--- src/rtl/aept_pkg.sv ---
// Shared types, widths and codes for the absolute encoder position tracker.
// No dependencies; every other file of the block imports this package.
`timescale 1ns / 1ps

package aept_pkg;

  localparam int RESOLUTION_BITS_DEFAULT = 14;
  localparam int LUT_BITS_DEFAULT        = 10;

  localparam int ANGLE_W     = 14;
  localparam int PHASE_W     = 12;
  localparam int COUNT_W     = 32;
  localparam int COMMAND_W   = 2;
  localparam int INDEX_W     = 11;
  localparam int OFFSET_W    = 12;
  localparam int PPR_W       = 20;
  localparam int QUEUE_DEPTH = 2;
  localparam int CFG_INDEX_W = 2;
  localparam int CFG_DATA_W  = 32;

  localparam logic [COMMAND_W-1:0] CMD_READ        = 2'd0;
  localparam logic [COMMAND_W-1:0] CMD_LUT_WRITE   = 2'd1;
  localparam logic [COMMAND_W-1:0] CMD_CLEAR_TURNS = 2'd2;

  localparam logic [CFG_INDEX_W-1:0] CFG_LUT_ENABLED       = 2'd0;
  localparam logic [CFG_INDEX_W-1:0] CFG_REVERSE_DIRECTION = 2'd1;
  localparam logic [CFG_INDEX_W-1:0] CFG_ZERO_PHASE_OFFSET = 2'd2;
  localparam logic [CFG_INDEX_W-1:0] CFG_PHASE_PER_REV     = 2'd3;

  localparam logic [PPR_W-1:0] PPR_RESET = 20'd204800;

  typedef struct packed {
    logic                lut_enabled;
    logic                reverse_direction;
    logic [OFFSET_W-1:0] zero_phase_offset;
    logic [PPR_W-1:0]    phase_positions_per_rev;
  } aept_cfg_t;

endpackage

--- src/rtl/aept_queue.sv ---
// Short first-in first-out queue between the front and back parts of the tracker.
// Depends on aept_pkg for the queue depth.
`timescale 1ns / 1ps

module aept_queue #(
  parameter int WIDTH = 31
) (
  input  logic             clk,
  input  logic             rst,
  input  logic             push_valid,
  output logic             push_ready,
  input  logic [WIDTH-1:0] push_data,
  output logic             pop_valid,
  input  logic             pop_ready,
  output logic [WIDTH-1:0] pop_data
);
  import aept_pkg::*;

  localparam int PTR_W = (QUEUE_DEPTH > 1) ? $clog2(QUEUE_DEPTH) : 1;
  localparam int CNT_W = $clog2(QUEUE_DEPTH + 1);

  logic [WIDTH-1:0] slots [QUEUE_DEPTH];
  logic [PTR_W-1:0] wr_ptr;
  logic [PTR_W-1:0] rd_ptr;
  logic [CNT_W-1:0] count;
  logic             push;
  logic             pop;

  assign push_ready = (count != CNT_W'(QUEUE_DEPTH));
  assign pop_valid  = (count != '0);
  assign push       = push_valid && push_ready;
  assign pop        = pop_valid && pop_ready;
  assign pop_data   = slots[rd_ptr];

  always_ff @(posedge clk) begin
    if (push) begin
      slots[wr_ptr] <= push_data;
    end
  end

  always_ff @(posedge clk) begin
    if (rst) begin
      wr_ptr <= '0;
      rd_ptr <= '0;
      count  <= '0;
    end else begin
      if (push) begin
        wr_ptr <= (wr_ptr == PTR_W'(QUEUE_DEPTH - 1)) ? '0 : wr_ptr + 1'b1;
      end
      if (pop) begin
        rd_ptr <= (rd_ptr == PTR_W'(QUEUE_DEPTH - 1)) ? '0 : rd_ptr + 1'b1;
      end
      if (push && !pop) begin
        count <= count + 1'b1;
      end else if (pop && !push) begin
        count <= count - 1'b1;
      end
    end
  end

endmodule

--- config.mk ---
export PLATFORM = sky130hd
export DESIGN_NAME = aept_queue
export DESIGN_NICKNAME = d
export VERILOG_FILES = /design/src/rtl/aept_pkg.sv /design/src/rtl/aept_queue.sv
export SDC_FILE = /design/constraint.sdc
export NUM_CORES = 1
export LEC_CHECK = 0
export ABC_CLOCK_PERIOD_IN_PS = 4500
export BUFFER_PORTS_ARGS = -buffer_cell sky130_fd_sc_hd__buf_2
export CORE_UTILIZATION = 55
export CTS_CLUSTER_DIAMETER = 50
export DETAILED_ROUTE_END_ITERATION = 8
export GPL_TIMING_DRIVEN = 0
export HOLD_SLACK_MARGIN = 0.1
export PLACE_DENSITY = 0.91
export SKIP_CTS_REPAIR_TIMING = 1
export SLEW_MARGIN = 15
export SYNTH_ARGS = -nofsm -noshare
export SYNTH_HDL_FRONTEND = slang
export SYNTH_SLANG_ARGS = --single-unit
--- constraint.sdc ---
create_clock -name clk -period 4.5 [get_ports clk]
set_input_delay 0.675 -clock clk [delete_from_list [all_inputs] [get_ports clk]]
set_output_delay 0.675 -clock clk [all_outputs]
set_load 0.01 [all_outputs]
# Word-level counts from Yosys, hierarchy flattened
# Memories as Yosys holds them, arrays and structs flattened. A register that Yosys moved wholly into a read port is not among the register bits.
# Cells that the tools add are included.
[word_totals]
regBits = 4
latchBits = 0
ram_bits = 62
rom_bits = 0
inputBits = 35
memories = 1
[op_classes]
addsub = 4
multipliers = 0
n_div = 0
order_cmp = 0
n_eq_ne = 1
n_shift = 0
mux = 8
bitwise_logic = 0
n_reduce_logical = 8
[mem_list]
columns = ["name", "words", "word_bits", "rd", "rd_ports_with_merged_regs", "wr", "line_no", "source"]
rows = [
  ["slots", 2, 31, 1, 1, 1, "aept_queue.sv:22", "logic [WIDTH-1:0] slots [QUEUE_DEPTH];"],
]
[ops]
columns = ["operator", "n"]
rows = [
  ["1-bit 2-to-1 mux", 6],
  ["1-bit logical AND", 4],
  ["2-bit 2-to-1 mux", 2],
  ["2-bit nonzero test", 2],
  ["1-bit adder, second input constant", 2],
  ["2-bit by 1-bit adder with 2-bit output, second input constant", 1],
  ["1-bit zero test", 2],
  ["2-bit != test, second input constant", 1],
  ["2-bit by 1-bit subtractor with 2-bit output, second input constant", 1],
]

# Longest topological paths before layout
# Gate-level depths: netlist of the first run.
[logic_depth]
ltp_word = 6
depth_mapped = 6
depth_no_buf = 6

# Worst setup path after synthesis of the first run
# OpenSTA, ideal clock, no wires.
[synth_timing]
kind = "input to register"
startpoint = "input push_valid"
endpoint = "memory slots[1][0] (enable)"
t_arrival_ns = 1.486
t_required_ns = 4.109
path_slack_ns = 2.623
cell_stages = 1
path_buffers = 0
path_cell_list = "and3_1"
[synth_via]
elab_chain_cells = 3
[synth_rtl]
columns = ["element", "line_no", "source"]
rows = [
  ["start, declared", "aept_queue.sv:10", "input logic push_valid,"],
  ["1-bit logical AND", "aept_queue.sv:31", "assign push = push_valid && push_ready;"],
  ["1-bit 2-to-1 mux", "aept_queue.sv:36", "if (push) begin"],
  ["1-bit 2-to-1 mux (implied by the code)", "aept_queue.sv:37", "slots[wr_ptr] <= push_data;"],
  ["end, declared", "aept_queue.sv:22", ""],
]
# Every way passes these cells.

==> results of run 1 <==
worst max-delay path: cells and delay by family, from the launching register on:
kind / cells / cell delay [ns]
muxes: 1 / 0.37
DFF: 1 / 0.38
buffers and inverters: 2 / 0.41
sequential cells by signal, indices dropped and copies added, names as in the netlist, named ones only:
register and flops:
wr_ptr 1, rd_ptr 1, count 2, slots 62
cells in the mapped netlist:
| library cell | n |
|---|---|
| a21bo_2 | 1 |
| a21oi_1 | 2 |
| and2_1 | 1 |
| and3_1 | 1 |
| buf_2 | 3 |
| dfxtp_1 | 5 |
| edfxtp_1 | 62 |
| ha_1 | 1 |
| inv_1 | 1 |
| mux2_2 | 31 |
| nand2b_1 | 1 |
| nand3b_1 | 1 |
| nor2_1 | 3 |
| o21ai_0 | 2 |
| or2_2 | 1 |
| or3_1 | 1 |
| xor2_1 | 3 |
report_power, final:
group          internal (W)  switching (W)
registers          0.000781      0.0000298
logic              0.000199       0.000222
clock network      0.000192       0.000210
total               0.00117       0.000461
metrics by stage:
step	hold slack, ns	util, %
global placement	0.487	68.7
CTS	0.512	72.6
detailed placement	0.503	68.7
global route	0.502	72.6
finish	0.527	72.6
floorplan	0.471	-
routing by layer:
layer,track usage (%),vias up
li1,-,622
met1,21.0,631
met2,32.7,45
met3,8.88,2
met4,9.18,0
met5,0,-
how the worst max path moves through the flow:
stage,startpoint,endpoint,slack (ns),cells past startpoint
finish,register,pop_data[2],2.33,3
global route,register,pop_data[3],2.25,3
CTS,register,pop_data[7],2.31,3
detailed placement,push_valid,slots[0][30]$_DFFE_PP_,2.27,3
global placement,push_valid,slots[1][29]$_DFFE_PP_,2.23,2
floorplan,push_valid,slots[1][0]$_DFFE_PP_,2.62,1
area by class of cell:
cell class / count / area share [%]
Buffer: 3 / 0.499
Clock inverter: 7 / 1.17
Sequential cell: 67 / 65.3
Inverter: 1 / 0.125
Tap cell: 50 / 2.08
Clock buffer: 9 / 4.12
Timing Repair Buffer: 67 / 11.2
Multi-Input combinational cell: 49 / 15.6
logic make-up (layout without fill, tap and decap cells):
logic type | Yosys count | count (layout) | synth area share (%)
AO/OA/AOI/OAI | 5 | 5 | 1.23
XOR/XNOR | 3 | 3 | 1.07
adder cells (fa/ha/maj) | 1 | 1 | 0.511
buffers and inverters | 4 | 87 | 0.766
flip-flops | 67 | 67 | 80.1
multiplexers | 31 | 31 | 14.3
AND/OR/NAND/NOR | 9 | 9 | 2.04
==> out/metrics.yaml, run 1 <==
ys_warn_count: 0
area_growth_pct: 22.8
yosysTopAreaCell: "edfxtp_1"
overflow: 0
syn_avg_cell_area_um2: 20.4
synth_top_area_share_pct: 76.0
clk_path_buf_depth: 2
clk_latency_ns: 0.33
cts-root-buf: "clkbuf_8"
critPathLaunchType: "register"
min_period_ns: 2.17
diodes: 0
top_layer: "met4"
drc: 0
reg2reg_to: "slots[1][30]$_DFFE_PP_"
ff2ff_path_depth: 2
slowest_delay_ns: 0.38
worst_slew_pin_slew_ns: 0.736
ios: 68
num_vias: 1300
maxSlewViolCount: 0
outcome: "completed"
synth-seq-cells: 67
cts_tree: "done"
synth_cell_type_count: 17
grt_pass1_wl_um: 6070
synth.net_count: 156
met2WireLength_um: 2320
vias_per_cell: 5.14
arrival_ns: 1.49
min_from: "push_data[24]"
fin_tns_setup_ns: 0
port_buffers: 67
netlist_area_um2: 2450
max-slew-margin-rel_pct: 50.9
antenna_found_initial: 0
worstSetupEndpointType: "output port"
drtIter0Drc: 60
cts_sinks: 67
place_ws_ns: 2.27
wl_met1_um: 1630
design_area_um2: 3010
final.period_utilization_pct: 48.1
finalSetupViolCount: 0
nets: 234
drive_above_1_share_pct: 58.1
crit_slowest_cell: "dfxtp_1"
postSynthCellCount: 120
numCtsBuffers: 9
hold_violations: 0
fmax_mhz: 462
ant_nets: 0
num_rows: 23
synth_top_cells_by_area: "edfxtp_1, mux2_2, dfxtp_1, xor2_1, buf_2"
crit_top_cell: "buf_2"
maxCapViolations: 0
htree_levels: 3
worst_slack_ns: 2.33
finalClockSkew_ns: 0.00524
path_max_fanout: 10
p_leak_nw: 1.16
critPathKind: "reg -> out"
die_w_um: 68.7
multi_input_comb_area_um2: 469
whs_path_depth: 1
rsz0062_at_grt: "no"
gp_congestion: 0.656
grt_pass1_vias: 1299
total_power_w: 0.00163
place_inst: 237
wl_per_cell_um: 16.6
dp.final_hpwl_um: 2850
wirelength_um: 4210
initial_core_util_pct: 59.1
grt_max_degree: 32
instances_no_fill: 253
regArea_um2: 1960
die_h_um: 68.7
p_per_area_nw_per_um2: 543
fillCellCount: 273
rrSetupSlack_ns: 2.78
die_area_um2: 4720
required_ns: 3.83
final_common_cell: "buf_2"
yosysSeqAreaShare_pct: 80.1
grt_use_total_pct: 19.5
mostFrequentLayoutCells: "buf_2, edfxtp_1, mux2_2, clkbuf_8, dfxtp_1"
detail_route.first_pass.iterations: 4
core_area_um2: 4140
wl_met3_um: 231
ir_drop_mv: 0.296
crit_chain: "buf_2 > mux2_2 > buf_2"
placed_area_um2: 2850
hold_end: "slots[0][24]$_DFFE_PP_"
hold_class: "in -> reg"
clkTransAtPathRegs_ns: 0.07
r2r-start: "count[0]$_SDFFE_PP0P_"
Power figures use the tool's default switching activity.
==> run 2: changes to the inputs <==
Settings changed: ABC_CLOCK_PERIOD_IN_PS 4500 to 2100, CORE_UTILIZATION 55 to 51, PLACE_DENSITY 0.91 to 0.86.
Clock period 4.5 ns to 2.1 ns, I/O delays scaled along.
==> run 2 against run 1 <==
Net effect:
- the flow now finishes with violations (DRC)
- highest routed layer unchanged
- cell count rose by 0.79%
- critical path depth did not move
- non-clock buffer count did not move
- die area rose by 7.6%
- critical endpoint is now pop_data[27]
- register-to-register slack got worse by 2.4 ns
- global-route usage fell by 2.5 points
- critical path type unchanged
- clock power rose by 110%
- sequential share of layout area rose by 0.081 points
- sequential power rose by 110%
==> out/metrics.yaml, run 2 (synthesis results as in run 1) <==
initial_core_util_pct: 54.7  # -4.4 points
die_h_um: 71.3  # +3.7%
violations: "DRC"
vias_per_cell: 5.15  # +0.28%
clk_latency_ns: 0.32  # about the same
cts_sinks: 67  # unchanged
mostFrequentLayoutCells: "buf_2, edfxtp_1, mux2_2, clkbuf_8, dfxtp_1"
port_buffers: 67  # unchanged
gp_congestion: 0.673  # +2.5%
critPathKind: "reg -> out"
core_area_um2: 4470  # +8.0%
ir_drop_mv: 0.682  # +130%
crit_chain: "buf_2 > mux2_2 > buf_2"
crit_slowest_cell: "dfxtp_1"
cts-root-buf: "clkbuf_8"
rrSetupSlack_ns: 0.42  # -2.36 ns
max-slew-margin-rel_pct: 51.6  # +0.66 points
ff2ff_path_depth: 2  # unchanged
nets: 234  # unchanged
grt_pass1_wl_um: 6290  # +3.7%
min_period_ns: 1.80
final.period_utilization_pct: 85.9
hold_violations: 0  # unchanged
design_area_um2: 3000  # -0.12%
wl_per_cell_um: 15.6  # -6.1%
maxSlewViolCount: 0  # unchanged
worstSetupEndpointType: "output port"
grt_max_degree: 32  # unchanged
required_ns: 1.78  # -2.05 ns
crit_top_cell: "buf_2"
fmax_mhz: 554
whs_path_depth: 1  # unchanged
num_rows: 24  # +4.3%
r2r-start: "count[0]$_SDFFE_PP0P_"
reg.largest.list: "slots: 62 flops, count: 2 flops"
drc: 5  # +5
largest_register_ffs: 62  # unchanged
diodes: 0  # unchanged
num_vias: 1314  # +1.1%
hold_ws_ns: 0.183  # -0.344 ns
ios: 68  # unchanged
fillCellCount: 330  # +21%
finalSetupViolCount: 0  # unchanged
numCtsBuffers: 9  # unchanged
wirelength_um: 3980  # -5.4%
min_from: "push_data[3]"
maxCapViolations: 0  # unchanged
die_area_um2: 5080  # +7.6%
drtIter0Drc: 62  # +3.3%
clkTransAtPathRegs_ns: 0.07  # about the same
p_leak_nw: 1.15  # -0.52%
htree_levels: 3  # unchanged
final_common_cell: "buf_2"
dp.final_hpwl_um: 2670  # -6.6%
reg2reg_to: "slots[1][9]$_DFFE_PP_"
finalClockSkew_ns: 0.00767  # +0.00243 ns
ant_nets: 0  # unchanged
slowest_delay_ns: 0.38  # about the same
detail_route.first_pass.iterations: 8  # +4
utilization_pct: 67.1  # -5.4 points
die_w_um: 71.3  # +3.7%
p_per_area_nw_per_um2: 1150  # +110%
hold_end: "slots[0][3]$_DFFE_PP_"
worst_slew_pin_slew_ns: 0.726  # -0.00985 ns
total_power_w: 0.00347  # +110%
critPathLaunchType: "register"
drive_above_1_share_pct: 57.1  # -0.99 points
antenna_found_initial: 0  # unchanged
clk_path_buf_depth: 2  # unchanged
overflow: 0  # unchanged
outcome: "finished, violations left"
area_growth_pct: 22.6
grt_pass1_vias: 1409  # +8.5%
grt_use_total_pct: 17.1  # -2.5 points
arrival_ns: 1.49  # about the same
top_register: "slots"
hold_class: "in -> reg"
cp_num_buf_inv: 2  # unchanged
placed_area_um2: 2850  # about the same
cts_tree: "done"
cpLargestDelayFamily: "buffers and inverters"
rsz0062_at_grt: "no"
path_max_fanout: 10  # unchanged
## run 2: cell type report
| class | instances | area (um2) | area share, % |
|---|---|---|---|
| plain buffers | 3 | 15.0 | 0.500 |
| clock buffers | 12 | 135 | 4.50 |
| clock inverters | 4 | 17.5 | 0.583 |
| inverters | 1 | 3.75 | 0.125 |
| multi-input cells | 49 | 469 | 15.6 |
| flip-flops and latches | 67 | 1960 | 65.3 |
| well taps | 52 | 65.1 | 2.17 |
| repair buffers | 67 | 335 | 11.2 |
## run 2: how the worst max path moves through the flow
stage / startpoint / end / cells past startpoint
after floorplan: count[0]$_SDFFE_PP0P_ / slots[1][0]$_DFFE_PP_ / 2
after global routing: register / pop_data[30] / 3
final: register / pop_data[27] / 3
after detailed placement: count[0]$_SDFFE_PP0P_ / slots[1][14]$_DFFE_PP_ / 2
after CTS: register / pop_data[12] / 3
after global placement: count[0]$_SDFFE_PP0P_ / slots[1][14]$_DFFE_PP_ / 2
## run 2: metrics by stage
step / worst slack [ns] / cells / setup TNS, ns
3_5_place_dp: 0.404 / 239 / 0
4_1_cts: 0.254 / 255 / 0
6_report: 0.296 / 255 / 0
5_1_grt: 0.199 / 255 / 0
3_3_place_gp: -0.0893 / 239 / -2.73
2_1_floorplan: 0.260 / 120 / 0
## run 2: report_power, final
part | total [W] | switching, W | internal (W)
Combinational | 0.000888 | 0.000461 | 0.000427
Sequential | 0.00174 | 0.0000646 | 0.00167
Clock | 0.000839 | 0.000421 | 0.000418
## run 2: per-layer routing
metal  up-vias  GRT usage, %  wire length [um]
met5         -             0                 0
met4         0          9.33                46
met3         4          3.52               210
met2        48          30.5              2150
met1       638          19.1              1570
li1        624             -                 -
