`config.mk`:
```
export PLATFORM = sky130hd
export DESIGN_NAME = aept_back
export DESIGN_NICKNAME = d
export VERILOG_FILES = /design/src/rtl/aept_pkg.sv /design/src/rtl/aept_back.sv
export SDC_FILE = /design/constraint.sdc
export NUM_CORES = 1
export LEC_CHECK = 0
export BUFFER_PORTS_ARGS = -buffer_cell sky130_fd_sc_hd__buf_4
export CAP_MARGIN = 20
export CELL_PAD_IN_SITES_DETAIL_PLACEMENT = 1
export CELL_PAD_IN_SITES_GLOBAL_PLACEMENT = 2
export CORE_MARGIN = 4
export CORE_UTILIZATION = 37
export CTS_CLUSTER_SIZE = 8
export DETAILED_ROUTE_END_ITERATION = 8
export MAX_ROUTING_LAYER = met4
export PLACE_DENSITY = 0.78
export SLEW_MARGIN = 20
export SYNTH_ARGS = -nofsm -noshare
export SYNTH_HDL_FRONTEND = slang
export SYNTH_SLANG_ARGS = --single-unit
```
`constraint.sdc`:
```
create_clock -name clk -period 14 [get_ports clk]
set_input_delay 3.5 -clock clk [delete_from_list [all_inputs] [get_ports clk]]
set_output_delay 3.5 -clock clk [all_outputs]
set_load 0.005 [all_outputs]
```
`src/rtl/aept_pkg.sv`:
```
// Shared types, widths and codes for the absolute encoder position tracker.
// No dependencies; every other file of the block imports this package.
`timescale 1ns / 1ps

package aept_pkg;

  localparam int RESOLUTION_BITS_DEFAULT = 14;
  localparam int LUT_BITS_DEFAULT        = 10;

  localparam int ANGLE_W     = 14;
  localparam int PHASE_W     = 12;
  localparam int COUNT_W     = 32;
  localparam int COMMAND_W   = 2;
  localparam int INDEX_W     = 11;
  localparam int OFFSET_W    = 12;
  localparam int PPR_W       = 20;
  localparam int QUEUE_DEPTH = 2;
  localparam int CFG_INDEX_W = 2;
  localparam int CFG_DATA_W  = 32;

  localparam logic [COMMAND_W-1:0] CMD_READ        = 2'd0;
  localparam logic [COMMAND_W-1:0] CMD_LUT_WRITE   = 2'd1;
  localparam logic [COMMAND_W-1:0] CMD_CLEAR_TURNS = 2'd2;

  localparam logic [CFG_INDEX_W-1:0] CFG_LUT_ENABLED       = 2'd0;
  localparam logic [CFG_INDEX_W-1:0] CFG_REVERSE_DIRECTION = 2'd1;
  localparam logic [CFG_INDEX_W-1:0] CFG_ZERO_PHASE_OFFSET = 2'd2;
  localparam logic [CFG_INDEX_W-1:0] CFG_PHASE_PER_REV     = 2'd3;

  localparam logic [PPR_W-1:0] PPR_RESET = 20'd204800;

  typedef struct packed {
    logic                lut_enabled;
    logic                reverse_direction;
    logic [OFFSET_W-1:0] zero_phase_offset;
    logic [PPR_W-1:0]    phase_positions_per_rev;
  } aept_cfg_t;

endpackage

```
`src/rtl/aept_back.sv`:
```
// Back part: direction handling, turn counting, phase product and the result register.
// Depends on aept_pkg; drains aept_queue.
`timescale 1ns / 1ps

module aept_back #(
  parameter int RESOLUTION_BITS = aept_pkg::RESOLUTION_BITS_DEFAULT
) (
  input  logic                             clk,
  input  logic                             rst,
  input  aept_pkg::aept_cfg_t              cfg,
  input  logic                             flip,
  input  logic                             q_valid,
  output logic                             q_ready,
  input  logic [2*RESOLUTION_BITS+2:0]     q_data,
  output logic                             out_valid,
  input  logic                             out_ready,
  output logic                             out_error,
  output logic [aept_pkg::ANGLE_W-1:0]     out_angle,
  output logic [aept_pkg::ANGLE_W-1:0]     out_uncorrected,
  output logic [aept_pkg::PHASE_W-1:0]     out_phase,
  output logic [aept_pkg::COUNT_W-1:0]     out_count
);
  import aept_pkg::*;

  localparam int TURNS_W = COUNT_W - RESOLUTION_BITS;
  localparam int PROD_W  = RESOLUTION_BITS + PPR_W;
  localparam logic [RESOLUTION_BITS-1:0] HALF_REV = RESOLUTION_BITS'(1) << (RESOLUTION_BITS - 1);

  logic [COMMAND_W-1:0]       e_command;
  logic                       e_error;
  logic [RESOLUTION_BITS-1:0] e_raw;
  logic [RESOLUTION_BITS-1:0] e_corr;
  logic                       pop;
  logic                       is_read;
  logic [RESOLUTION_BITS-1:0] ang_new;
  logic [RESOLUTION_BITS-1:0] uncorr_new;
  logic                       wrap_down;
  logic                       wrap_up;

  logic [RESOLUTION_BITS-1:0] current_angle, current_angle_next;
  logic [RESOLUTION_BITS-1:0] last_raw_angle, last_raw_angle_next;
  logic [TURNS_W-1:0]         full_turns, full_turns_next;
  logic [PHASE_W-1:0]         last_phase;

  logic                       m_valid;
  logic                       m_ready;
  logic                       m_error;
  logic                       m_update;
  logic [RESOLUTION_BITS-1:0] m_angle;
  logic [RESOLUTION_BITS-1:0] m_uncorr;
  logic [COUNT_W-1:0]         m_count;
  logic [PROD_W-1:0]          m_prod;
  logic [PHASE_W-1:0]         phase_new;

  logic                       o_ready;
  logic                       o_load;

  assign {e_command, e_error, e_raw, e_corr} = q_data;

  assign o_ready = !out_valid || out_ready;
  assign m_ready = !m_valid || o_ready;
  assign q_ready = m_ready;
  assign pop     = q_valid && m_ready;
  assign o_load  = m_valid && o_ready;

  assign is_read    = (e_command == CMD_READ) && !e_error;
  assign ang_new    = cfg.reverse_direction ? RESOLUTION_BITS'(0) - e_corr : e_corr;
  assign uncorr_new = cfg.reverse_direction ? RESOLUTION_BITS'(0) - e_raw : e_raw;
  // A jump of more than half a turn is a wrap; exactly half counts nothing.
  assign wrap_down  = (ang_new > current_angle) && ((ang_new - current_angle) > HALF_REV);
  assign wrap_up    = (current_angle > ang_new) && ((current_angle - ang_new) > HALF_REV);

  always_comb begin
    current_angle_next  = current_angle;
    last_raw_angle_next = last_raw_angle;
    full_turns_next     = full_turns;
    if (flip) begin
      current_angle_next  = RESOLUTION_BITS'(0) - current_angle;
      last_raw_angle_next = RESOLUTION_BITS'(0) - last_raw_angle;
      full_turns_next     = '0;
    end else if (pop) begin
      if (is_read) begin
        current_angle_next  = ang_new;
        last_raw_angle_next = uncorr_new;
        if (wrap_down) begin
          full_turns_next = full_turns - 1'b1;
        end else if (wrap_up) begin
          full_turns_next = full_turns + 1'b1;
        end
      end else if (e_command == CMD_CLEAR_TURNS) begin
        full_turns_next = '0;
      end
    end
  end

  always_ff @(posedge clk) begin
    if (rst) begin
      current_angle  <= '0;
      last_raw_angle <= '0;
      full_turns     <= '0;
    end else begin
      current_angle  <= current_angle_next;
      last_raw_angle <= last_raw_angle_next;
      full_turns     <= full_turns_next;
    end
  end

  // Multiply stage.
  always_ff @(posedge clk) begin
    if (rst) begin
      m_valid <= 1'b0;
    end else if (pop) begin
      m_valid <= 1'b1;
    end else if (o_load) begin
      m_valid <= 1'b0;
    end
  end

  always_ff @(posedge clk) begin
    if (pop) begin
      m_error  <= (e_command == CMD_READ) && e_error;
      m_update <= is_read;
      m_angle  <= current_angle_next;
      m_uncorr <= last_raw_angle_next;
      m_count  <= {full_turns_next, current_angle_next};
      m_prod   <= PROD_W'(ang_new) * PROD_W'(cfg.phase_positions_per_rev);
    end
  end

  assign phase_new = PHASE_W'(m_prod >> RESOLUTION_BITS) + cfg.zero_phase_offset;

  always_ff @(posedge clk) begin
    if (rst) begin
      last_phase <= '0;
      out_valid  <= 1'b0;
    end else begin
      if (o_load && m_update) begin
        last_phase <= phase_new;
      end
      if (o_load) begin
        out_valid <= 1'b1;
      end else if (out_ready) begin
        out_valid <= 1'b0;
      end
    end
  end

  // Result register.
  always_ff @(posedge clk) begin
    if (o_load) begin
      out_error       <= m_error;
      out_angle       <= ANGLE_W'(m_angle);
      out_uncorrected <= ANGLE_W'(m_uncorr);
      out_phase       <= m_update ? phase_new : last_phase;
      out_count       <= m_count;
    end
  end

  a_flip_clears_turns : assert property (@(posedge clk) disable iff (rst)
    flip |=> full_turns == '0)
    else $error("full turns not cleared after a direction change");

  a_clear_command : assert property (@(posedge clk) disable iff (rst)
    (pop && !flip && e_command == CMD_CLEAR_TURNS) |=> full_turns == '0)
    else $error("full turns not cleared by the clear command");

  a_turn_step : assert property (@(posedge clk) disable iff (rst)
    !flip |=> (full_turns == $past(full_turns) || full_turns == $past(full_turns) + 1'b1
               || full_turns == $past(full_turns) - 1'b1 || full_turns == '0))
    else $error("full turns moved by more than one");

  a_mul_stage_holds : assert property (@(posedge clk) disable iff (rst)
    (m_valid && !o_ready) |=> (m_valid && $stable(m_prod) && $stable(m_count)))
    else $error("multiply stage lost its item while stalled");

endmodule

```
======== Word level (Yosys, flattened, before mapping) ========
Cells that the tools add are included.
word-level totals
  bits in registers ....................... 221
  input port bits ......................... 70
  output and inout bits ................... 75
  logic and storage cells ................. 66
operators by class
  add/subtract/negate cells ............... 9
  $mul .................................... 1
  magnitude comparators ................... 4
  equal/unequal tests ..................... 1
  mux-type cells .......................... 19
  reduce and logical (&&, ||, !) cells .... 15
operator list
  operator                                                               count
  14-bit 2-to-1 mux                                                      8
  18-bit 2-to-1 mux                                                      6
  1-bit by 14-bit subtractor with 14-bit output (first input constant)   4
  14-bit > comparator                                                    2
  14-bit > comparator (second input constant)                            2
  14-bit subtractor                                                      2
  14-bit by 20-bit multiplier with 26-bit output                         1
  18-bit by 1-bit adder with 18-bit output (second input constant)       1
  18-bit by 1-bit subtractor with 18-bit output (second input constant)  1
  12-bit adder                                                           1
  12-bit 2-to-1 mux                                                      1
  1-bit logical AND                                                      7
  1-bit 2-to-1 mux                                                       4
  2-bit nonzero test                                                     2
  1-bit logical NOT                                                      3
  2-bit equality test (second input constant)                            1
  2-bit logical NOT                                                      1
  1-bit logical OR                                                       2

======== Logic depth before layout (Yosys ltp) ========
Gate-level depths: netlist of run 1.
  depth after elaboration ................. 10
  depth in mapped cells ................... 32
  depth with buffers taken out ............ 29

======== Worst setup path before layout of run 1 ========
OpenSTA, ideal clock, no wires.
  path type ............................... input to register
  start point ............................. input port q_data[0]
  end point ............................... register m_prod[25], data pin
  library setup time ...................... 260 ps
  arrival ................................. 9908 ps
  data required time ...................... 13740 ps
  setup slack ............................. 3832 ps
  stages on the path ...................... 28
  buffers on the path ..................... 4
  path through ............................ clkbuf_1 -> clkbuf_1 -> inv_1 -> ha_1 -> nand2_1 -> nand2_1 -> xnor2_1 -> clkbuf_1 -> clkbuf_1 -> nand2_1 -> fa_1 -> fa_1 -> fa_1 -> inv_1 -> fa_1 -> fa_1 -> inv_1 -> fa_1 -> inv_1 -> ha_1 -> nor2b_1 -> o21ai_0 -> nand3_1 -> a31oi_1 -> o21ai_0 -> a41oi_1 -> o21ai_0 -> xnor2_1
on the way
  word-level cells in the longest chain between the ends .. 3
RTL lines
  item                                              line              text
  from (decl)                                       aept_back.sv:14   input logic [2*RESOLUTION_BITS+2:0] q_data,
  1-bit by 14-bit subtractor with 14-bit output     aept_back.sv:67   assign ang_new = cfg.reverse_direction ? RESOLUTION_BITS'(0) - e_corr : e_corr;
  14-bit 2-to-1 mux *                               aept_back.sv:67
  14-bit by 20-bit multiplier with 26-bit output *  aept_back.sv:126  m_prod <= PROD_W'(ang_new) * PROD_W'(cfg.phase_positions_per_rev);
  to (signal assigned)                              aept_back.sv:126
  to (decl)                                         aept_back.sv:52   logic [PROD_W-1:0] m_prod;
Every way passes the cells marked *; elsewhere a longest branch is shown, timed or not.
A chain may end at the register's enable or synchronous reset.

======== Worst setup path after layout of run 1 ========
  start point ............................. input port q_data[3]
  end point ............................... register m_prod[25], data pin
The elaborated chain is that of the path after synthesis.

==> impl_metrics.toml, run 1 <==
[clocking]
ctsHoldBuffers = 0
cts_sinks = 179
cts-root-buf = "clkbuf_16"
cts_resized = 0
clk_pin_slew_ps = 70
cts_max_path_buffers = 2
htree_num_levels = 4
clk_latency_ps = 440
cts-buffers-inserted = 17
cts_tree = "yes"
post_cts_buffers = 0

[floorplan]
pin_count = 145
die_h_um = 226
rows = 79
core-area_sq_um = 46800
die_x_um = 226
start_util = 0.376
die_area_sq_um = 51000

[synthesis]
yosys.area.top_type = "fa_1"
synth_nets = 2273
syn_inst = 1909
seq_area_frac_synth = 0.272
syn_avg_cell_area_sq_um = 9.20
syn_area_sq_um = 17600
ys_ff_latch = 179
async_flop_share = 0
ys.flop_type = "edfxtp_1"
synthDistinctLibCells = 78
synth_top_area_share = 0.214
synth_edf_count = 119
synthTopCellsByArea = "fa_1 (21%), edfxtp_1 (20%), ha_1 (7.6%)"
synth_warnings = 0

[place]
post-place-ws_ps = 2640
port_buffers = 143
gp_congestion = 0.850
place_hpwl_um = 38400

[timing]
slew_violations = 0
skew_ps = 9.89
fin_crit_ps = 10810
hold_violations = 0
max_freq_mhz = 92.5
grt_setup_unrepaired = "no"
setup_viol = 0
fin_tns_setup_ps = 0
max_slew_margin = 0.254
setup_slack_ps = 3190
post-route-period-util = 0.772
worst_pin_slew_ps = 1100

[run_status]
status = "complete, no violations"

[critical_path]
cp-end-kind = "flop"
crit_slowest_cell = "or4_1"
r2r-end = "m_count[22]$_DFFE_PP_"
critical_path_depth = 27
cp_common_cell = "fa_1"
r2r_slack_ps = 9350
cp-start-kind = "input port"
worstPathArrival_ps = 11000
timing.rr.start = "current_angle[4]$_SDFF_PP0_"
crit_type = "input port to flop"
cpLargestDelayFamily = "adder cells"
worstRegToRegCells = 12
cp.buffers_inverters = 5
cpPeakStageDelay_ps = 710
cp_data_required_time_ps = 14180
cp_max_fo = 17

[power_and_ir_drop]
p_comb_frac = 0.714
p_leak_nw = 8.65
clkPwrFrac = 0.104
internal_power_mw = 2.49
swShare = 0.454
p_per_area_nw_per_um2 = 232
power_frac_seq = 0.182
switchingPower_mw = 2.07
irDropWorstVdd_uv = 201

[finish]
nets = 2337
nFillCells = 5387
area_growth_pct = 12.0
post_route_cells_drive_above_1_share = 0.119
antenna_cells = 0

[grt]
grt_max_degree = 70
antenna_found_initial = 0
grt_pass1_vias = 14700
grt_overflow = 0
grt.total_usage = 0.205
grt_pass1_wl_um = 80800

[detailed_routing]
ant_nets = 0
wl_um = 50400
dr_total_vias = 13700
vias_per_cell = 5.29
drc_errors = 0
wl_per_cell_um = 19.4
drt_pass1_iterations = 5
drtIter0Drc = 614

[job]
maxCapViolCount = 0

[worst_hold_path]
hold_depth = 0
hp-class = "flop to flop"
min_to = "out_count[14]$_DFFE_PP_"
hold_start = "m_count[14]$_DFFE_PP_"
[cells in the final DEF (no fill, tap or decap), drive strengths merged, types with 7 or more instances in the layout]
cell,synthesis,routed
nor2b,59,59
a21o,20,20
o211ai,12,12
clkbuf,82,18
fa,188,188
xnor2,55,55
ha,106,106
nand4,15,15
nand2,265,265
and2,80,80
inv,251,261
o21ai,51,51
a211oi,13,13
o31ai,13,13
nand3,36,36
mux2i,10,10
or3,19,19
a21oi,89,89
and3,18,18
dfxtp,60,60
o21bai,7,7
buf,32,159
nor4,8,8
a32oi,9,9
or4,17,17
nor3,35,35
edfxtp,119,119
nand2b,8,8
mux2,11,11
nor2,87,87
xor2,31,31
o21a,7,7
a31oi,22,22
[metal layers]
metal  wire length [um]  global-route usage  up-vias
li1                   -                   -     6440
met1              23400               0.269     6996
met2              24800               0.348      239
met3               1330              0.0160       53
met4                843              0.0458        0
met5                  0                   -        -
[area by class of cell]
class | count | area (sq um) | area share
inverters | 252 | 946 | 0.0481
multi-input cells | 1364 | 11400 | 0.581
well taps | 607 | 759 | 0.0386
repair buffers | 159 | 1190 | 0.0607
clock buffers | 18 | 439 | 0.0223
flip-flops and latches | 179 | 4770 | 0.243
clock inverters | 14 | 135 | 0.00687
[worst reg2reg max path: cells and delay by family (launching register included)]
kind                       cells  cell delay [ps]
buffers and inverters          2              280
adders and majority gates      1              570
AOI/OAI and AO/OA              6             2160
DFF                            1              390
and+or+nand+nor                3             1080
[through the flow]
step	instance area (sq um)	std cells	hold WS [ps]	utilization	power (mW)
after floorplan	17600	1909	400	-	3.32
after global routing	19700	2593	430	0.421	5.11
after CTS	19700	2593	423	0.421	4.64
after detailed placement	19100	2561	405	0.408	4.14
after global placement	19100	2561	401	0.408	4.03
final	19700	2593	421	0.421	4.56
[Yosys cell counts (55+ instances only)]
cell type / count
and2_1: 77
clkbuf_1: 82
nor2_1: 86
inv_1: 250
ha_1: 106
a21oi_1: 89
nand2_1: 265
fa_1: 188
xnor2_1: 55
edfxtp_1: 119
nor2b_1: 59
dfxtp_1: 60
[logic make-up after synthesis]
kind of cell	Yosys count	synth area share
mux	21	0.0128
buf+inv	366	0.0840
simple gates	671	0.189
fa+ha+maj	294	0.290
flops	179	0.272
xor+xnor	86	0.0429
compound gates	292	0.110
[registers in the layout, summed over array words and instances (netlist names)]
signal and cells:
m_prod 12, out_count 19, out_phase 12, m_error 1
m_count 19, out_valid 1, m_uncorr 14, out_error 1
m_update 1, last_phase 12, current_angle 14, full_turns 18
m_valid 1, out_uncorrected 14, m_angle 13, last_raw_angle 14
out_angle 13
[power by group through the flow]
stage / clock network [mW] / logic, mW / registers, mW
2_1_floorplan: 0 / 2.48 / 0.832
3_3_place_gp: 0 / 3.19 / 0.840
3_5_place_dp: 0 / 3.30 / 0.843
4_1_cts: 0.483 / 3.32 / 0.831
5_1_grt: 0.507 / 3.77 / 0.837
6_report: 0.472 / 3.25 / 0.830
[worst max-delay path by stage]
stage | startpoint | to | slack (ps)
4_1_cts | q_data[0] | m_prod[25]$_DFFE_PP_ | 3110
3_3_place_gp | q_data[0] | m_prod[25]$_DFFE_PP_ | 2760
2_1_floorplan | q_data[0] | m_prod[25]$_DFFE_PP_ | 3830
5_1_grt | q_data[0] | m_prod[25]$_DFFE_PP_ | 2640
3_5_place_dp | q_data[0] | m_prod[25]$_DFFE_PP_ | 2640
6_report | q_data[3] | m_prod[25]$_DFFE_PP_ | 3190
Note: power is estimated with default switching activity, not from simulation.
==> run 2: changes to the inputs <==
--- a/config.mk
+++ b/config.mk
@@ -5,12 +5,13 @@
 export SDC_FILE = /design/constraint.sdc
 export NUM_CORES = 1
 export LEC_CHECK = 0
+export ABC_AREA = 1
 export BUFFER_PORTS_ARGS = -buffer_cell sky130_fd_sc_hd__buf_4
 export CAP_MARGIN = 20
 export CELL_PAD_IN_SITES_DETAIL_PLACEMENT = 1
 export CELL_PAD_IN_SITES_GLOBAL_PLACEMENT = 2
 export CORE_MARGIN = 4
-export CORE_UTILIZATION = 37
+export CORE_UTILIZATION = 33
 export CTS_CLUSTER_SIZE = 8
 export DETAILED_ROUTE_END_ITERATION = 8
 export MAX_ROUTING_LAYER = met4
==> constraint.sdc (replaced) <==
create_clock -name clk -period 9.6 [get_ports clk]
set_input_delay 2.4 -clock clk [delete_from_list [all_inputs] [get_ports clk]]
set_output_delay 2.4 -clock clk [all_outputs]
set_load 0.005 [all_outputs]
==> impl_metrics.toml, run 2 <==
[finish]
area_growth_pct = 13.0
post_route_cells_drive_above_1_share = 0.106
layout_commonest_cell = "nand2_1"
nets = 2804
layout_common_cells = "nand2_1 (542), inv_1 (442), nor2_1 (210), fa_1 (188), buf_4 (176)"
antenna_cells = 0
top_regs = "m_count x19, out_count x19, full_turns x18"

[synthesis]
async_flop_share = 0
yosys.area.top_type = "fa_1"
syn_avg_cell_area_sq_um = 7.77
yosysMostFrequentCell = "nand2_1"
ys_ff_latch = 179
synth_edf_count = 119
seq_area_frac_synth = 0.264
synth_warnings = 0
synthTopCellsByArea = "fa_1 (21%), edfxtp_1 (20%), nand2_1 (11%)"
synth_commonest_cells = "nand2_1 (542), inv_1 (443), nor2_1 (211), fa_1 (188), a21oi_1 (127)"
synth_nets = 2693
syn_inst = 2329
synth_top_area_share = 0.208
synthDistinctLibCells = 53
syn_area_sq_um = 18100
ys.flop_type = "edfxtp_1"

[critical_path]
cpLargestDelayFamily = "adder cells"
r2r_slack_ps = 6100
cp-start-kind = "input port"
cp-end-kind = "flop"
crit_end = "m_prod[25]$_DFFE_PP_"
crit_start = "q_data[0]"
cp_max_fo = 7
crit_type = "input port to flop"
cp.buffers_inverters = 6
worstPathArrival_ps = 8970
cp_data_required_time_ps = 9820
r2r-end = "m_count[30]$_DFFE_PP_"
timing.rr.start = "current_angle[2]$_SDFF_PP0_"
crit_slowest_cell = "fa_1"
cpPeakStageDelay_ps = 560
worstRegToRegCells = 22
critical_path_depth = 29
cp_common_cell = "fa_1"

[detailed_routing]
vias_per_cell = 4.94
ant_nets = 0
drc_errors = 0
drt_pass1_iterations = 5
dr_total_vias = 15500
drtIter0Drc = 780
wl_per_cell_um = 18.5
wl_um = 58300

[power_and_ir_drop]
irDropWorstVdd_uv = 442
p_leak_nw = 10.1
p_per_area_nw_per_um2 = 345

[run_status]
status = "complete, no violations"

[clocking]
cts_sinks = 179
cts-root-buf = "clkbuf_16"
cts_resized = 0
htree_num_levels = 4
cts-buffers-inserted = 17
cts_tree = "yes"
post_cts_buffers = 0
clk_pin_slew_ps = 70
ctsHoldBuffers = 0
clk_latency_ps = 460
cts_max_path_buffers = 2

[place]
post-place-ws_ps = 382
gp_congestion = 0.889
port_buffers = 143
place_hpwl_um = 46700

[floorplan]
start_util = 0.335
rows = 85
pin_count = 145
die_area_sq_um = 58700
die_x_um = 242
die_h_um = 242
core-area_sq_um = 54000

[timing]
max_slew_margin = 0.409
skew_ps = 17.0
grt_setup_unrepaired = "no"
setup_slack_ps = 853
fin_crit_ps = 8750
worst_pin_slew_ps = 887
post-route-period-util = 0.911
fin_tns_setup_ps = 0
hold_violations = 0
max_freq_mhz = 114
setup_viol = 0
slew_violations = 0

[grt]
grt_overflow = 0
grt_pass1_vias = 16900
grt_pass1_wl_um = 92900
grt_max_degree = 60
grt.total_usage = 0.207
antenna_found_initial = 1

[worst_hold_path]
hp-class = "flop to flop"

[job]
maxCapViolCount = 0
==> run 2: cell count changes after synthesis, sizes merged, moves of 19 or more <==
| cell | before | now |
|---|---|---|
| clkbuf | 82 | 48 |
| xnor2 | 55 | 13 |
| o21ai | 51 | 118 |
| nand3 | 36 | 110 |
| nor2b | 59 | 0 |
| or3 | 19 | 0 |
| inv | 251 | 454 |
| a21oi | 89 | 127 |
| and2 | 80 | 13 |
| nand2 | 265 | 563 |
| nor2 | 87 | 221 |
==> run 2: cell type report <==
cell class | count | area, sq um
flip-flops and latches | 179 | 4770
repair buffers | 176 | 1320
inverters | 461 | 1730
clock buffers | 19 | 433
well taps | 696 | 871
fillers | 6629 | 33600
clock inverters | 12 | 131
multi-input cells | 1605 | 11200
==> run 2: power breakdown <==
| part | internal (mW) | total [mW] | switching (mW) |
|---|---|---|---|
| logic | 1.92 | 5.20 | 3.27 |
| clock network | 0.382 | 0.697 | 0.315 |
| registers | 1.11 | 1.16 | 0.0455 |
==> run 2: metrics by stage <==
| stage | cell area [sq um] | instances | power, mW | hold WS (ps) | util |
|---|---|---|---|---|---|
| floorplan | 18100 | 2329 | 4.81 | 400 | - |
| global placement | 19900 | 3117 | 6.36 | 402 | 0.368 |
| detailed placement | 19900 | 3117 | 6.45 | 405 | 0.368 |
| CTS | 20500 | 3148 | 7.19 | 420 | 0.379 |
| global route | 20500 | 3148 | 7.91 | 420 | 0.379 |
| finish | 20500 | 3148 | 7.05 | 418 | 0.379 |
==> run 2: cell families (layout without fill, tap and decap cells) <==
group                    Yosys count  count (layout)  share of synthesized area
XOR/XNOR                          52              52                     0.0252
AO/OA/AOI/OAI                    283             283                     0.0835
adder cells (fa/ha/maj)          294             294                      0.281
AND/OR/NAND/NOR                  976             976                      0.229
buffers and inverters            545             668                      0.118
flip-flops                       179             179                      0.264
==> run 2: worst reg2reg max path, cell delays in order (launching register included) <==
cell and delay, ps:
dfxtp_1 420, inv_1 120, ha_1 460, a21oi_1 260, nand2_1 150, nand2_1 110
nand2_1 60, nand2_1 50, nand2_1 50, nor2_1 150, nand3_1 110, nor2_1 130
nand2_2 160, nand2_4 270, nand2_2 130, nand2_4 150, inv_2 70, nand2_1 60
nand2_1 50, nand2_1 50, nand2_1 50, nand2_1 130, inv_1 70
==> run 2: worst min-delay path by stage <==
stage	from	end	slack (ps)	depth (start not counted)
after floorplan	m_angle[0]$_DFFE_PP_	out_angle[0]$_DFFE_PP_	400	0
after global placement	m_count[22]$_DFFE_PP_	out_count[22]$_DFFE_PP_	400	0
after detailed placement	m_angle[0]$_DFFE_PP_	out_angle[0]$_DFFE_PP_	410	0
after CTS	m_count[19]$_DFFE_PP_	out_count[19]$_DFFE_PP_	420	0
after global routing	m_count[17]$_DFFE_PP_	out_count[17]$_DFFE_PP_	420	0
final	m_count[19]$_DFFE_PP_	out_count[19]$_DFFE_PP_	420	0
==> run 2: per-layer routing <==
| metal | share of wire | global-route usage | wire [um] |
|---|---|---|---|
| met1 | 0.44 | 0.253 | 25500 |
| met2 | 0.50 | 0.362 | 29300 |
| met3 | 0.032 | 0.0248 | 1870 |
| met4 | 0.027 | 0.0596 | 1590 |
| met5 | 0 | - | 0 |
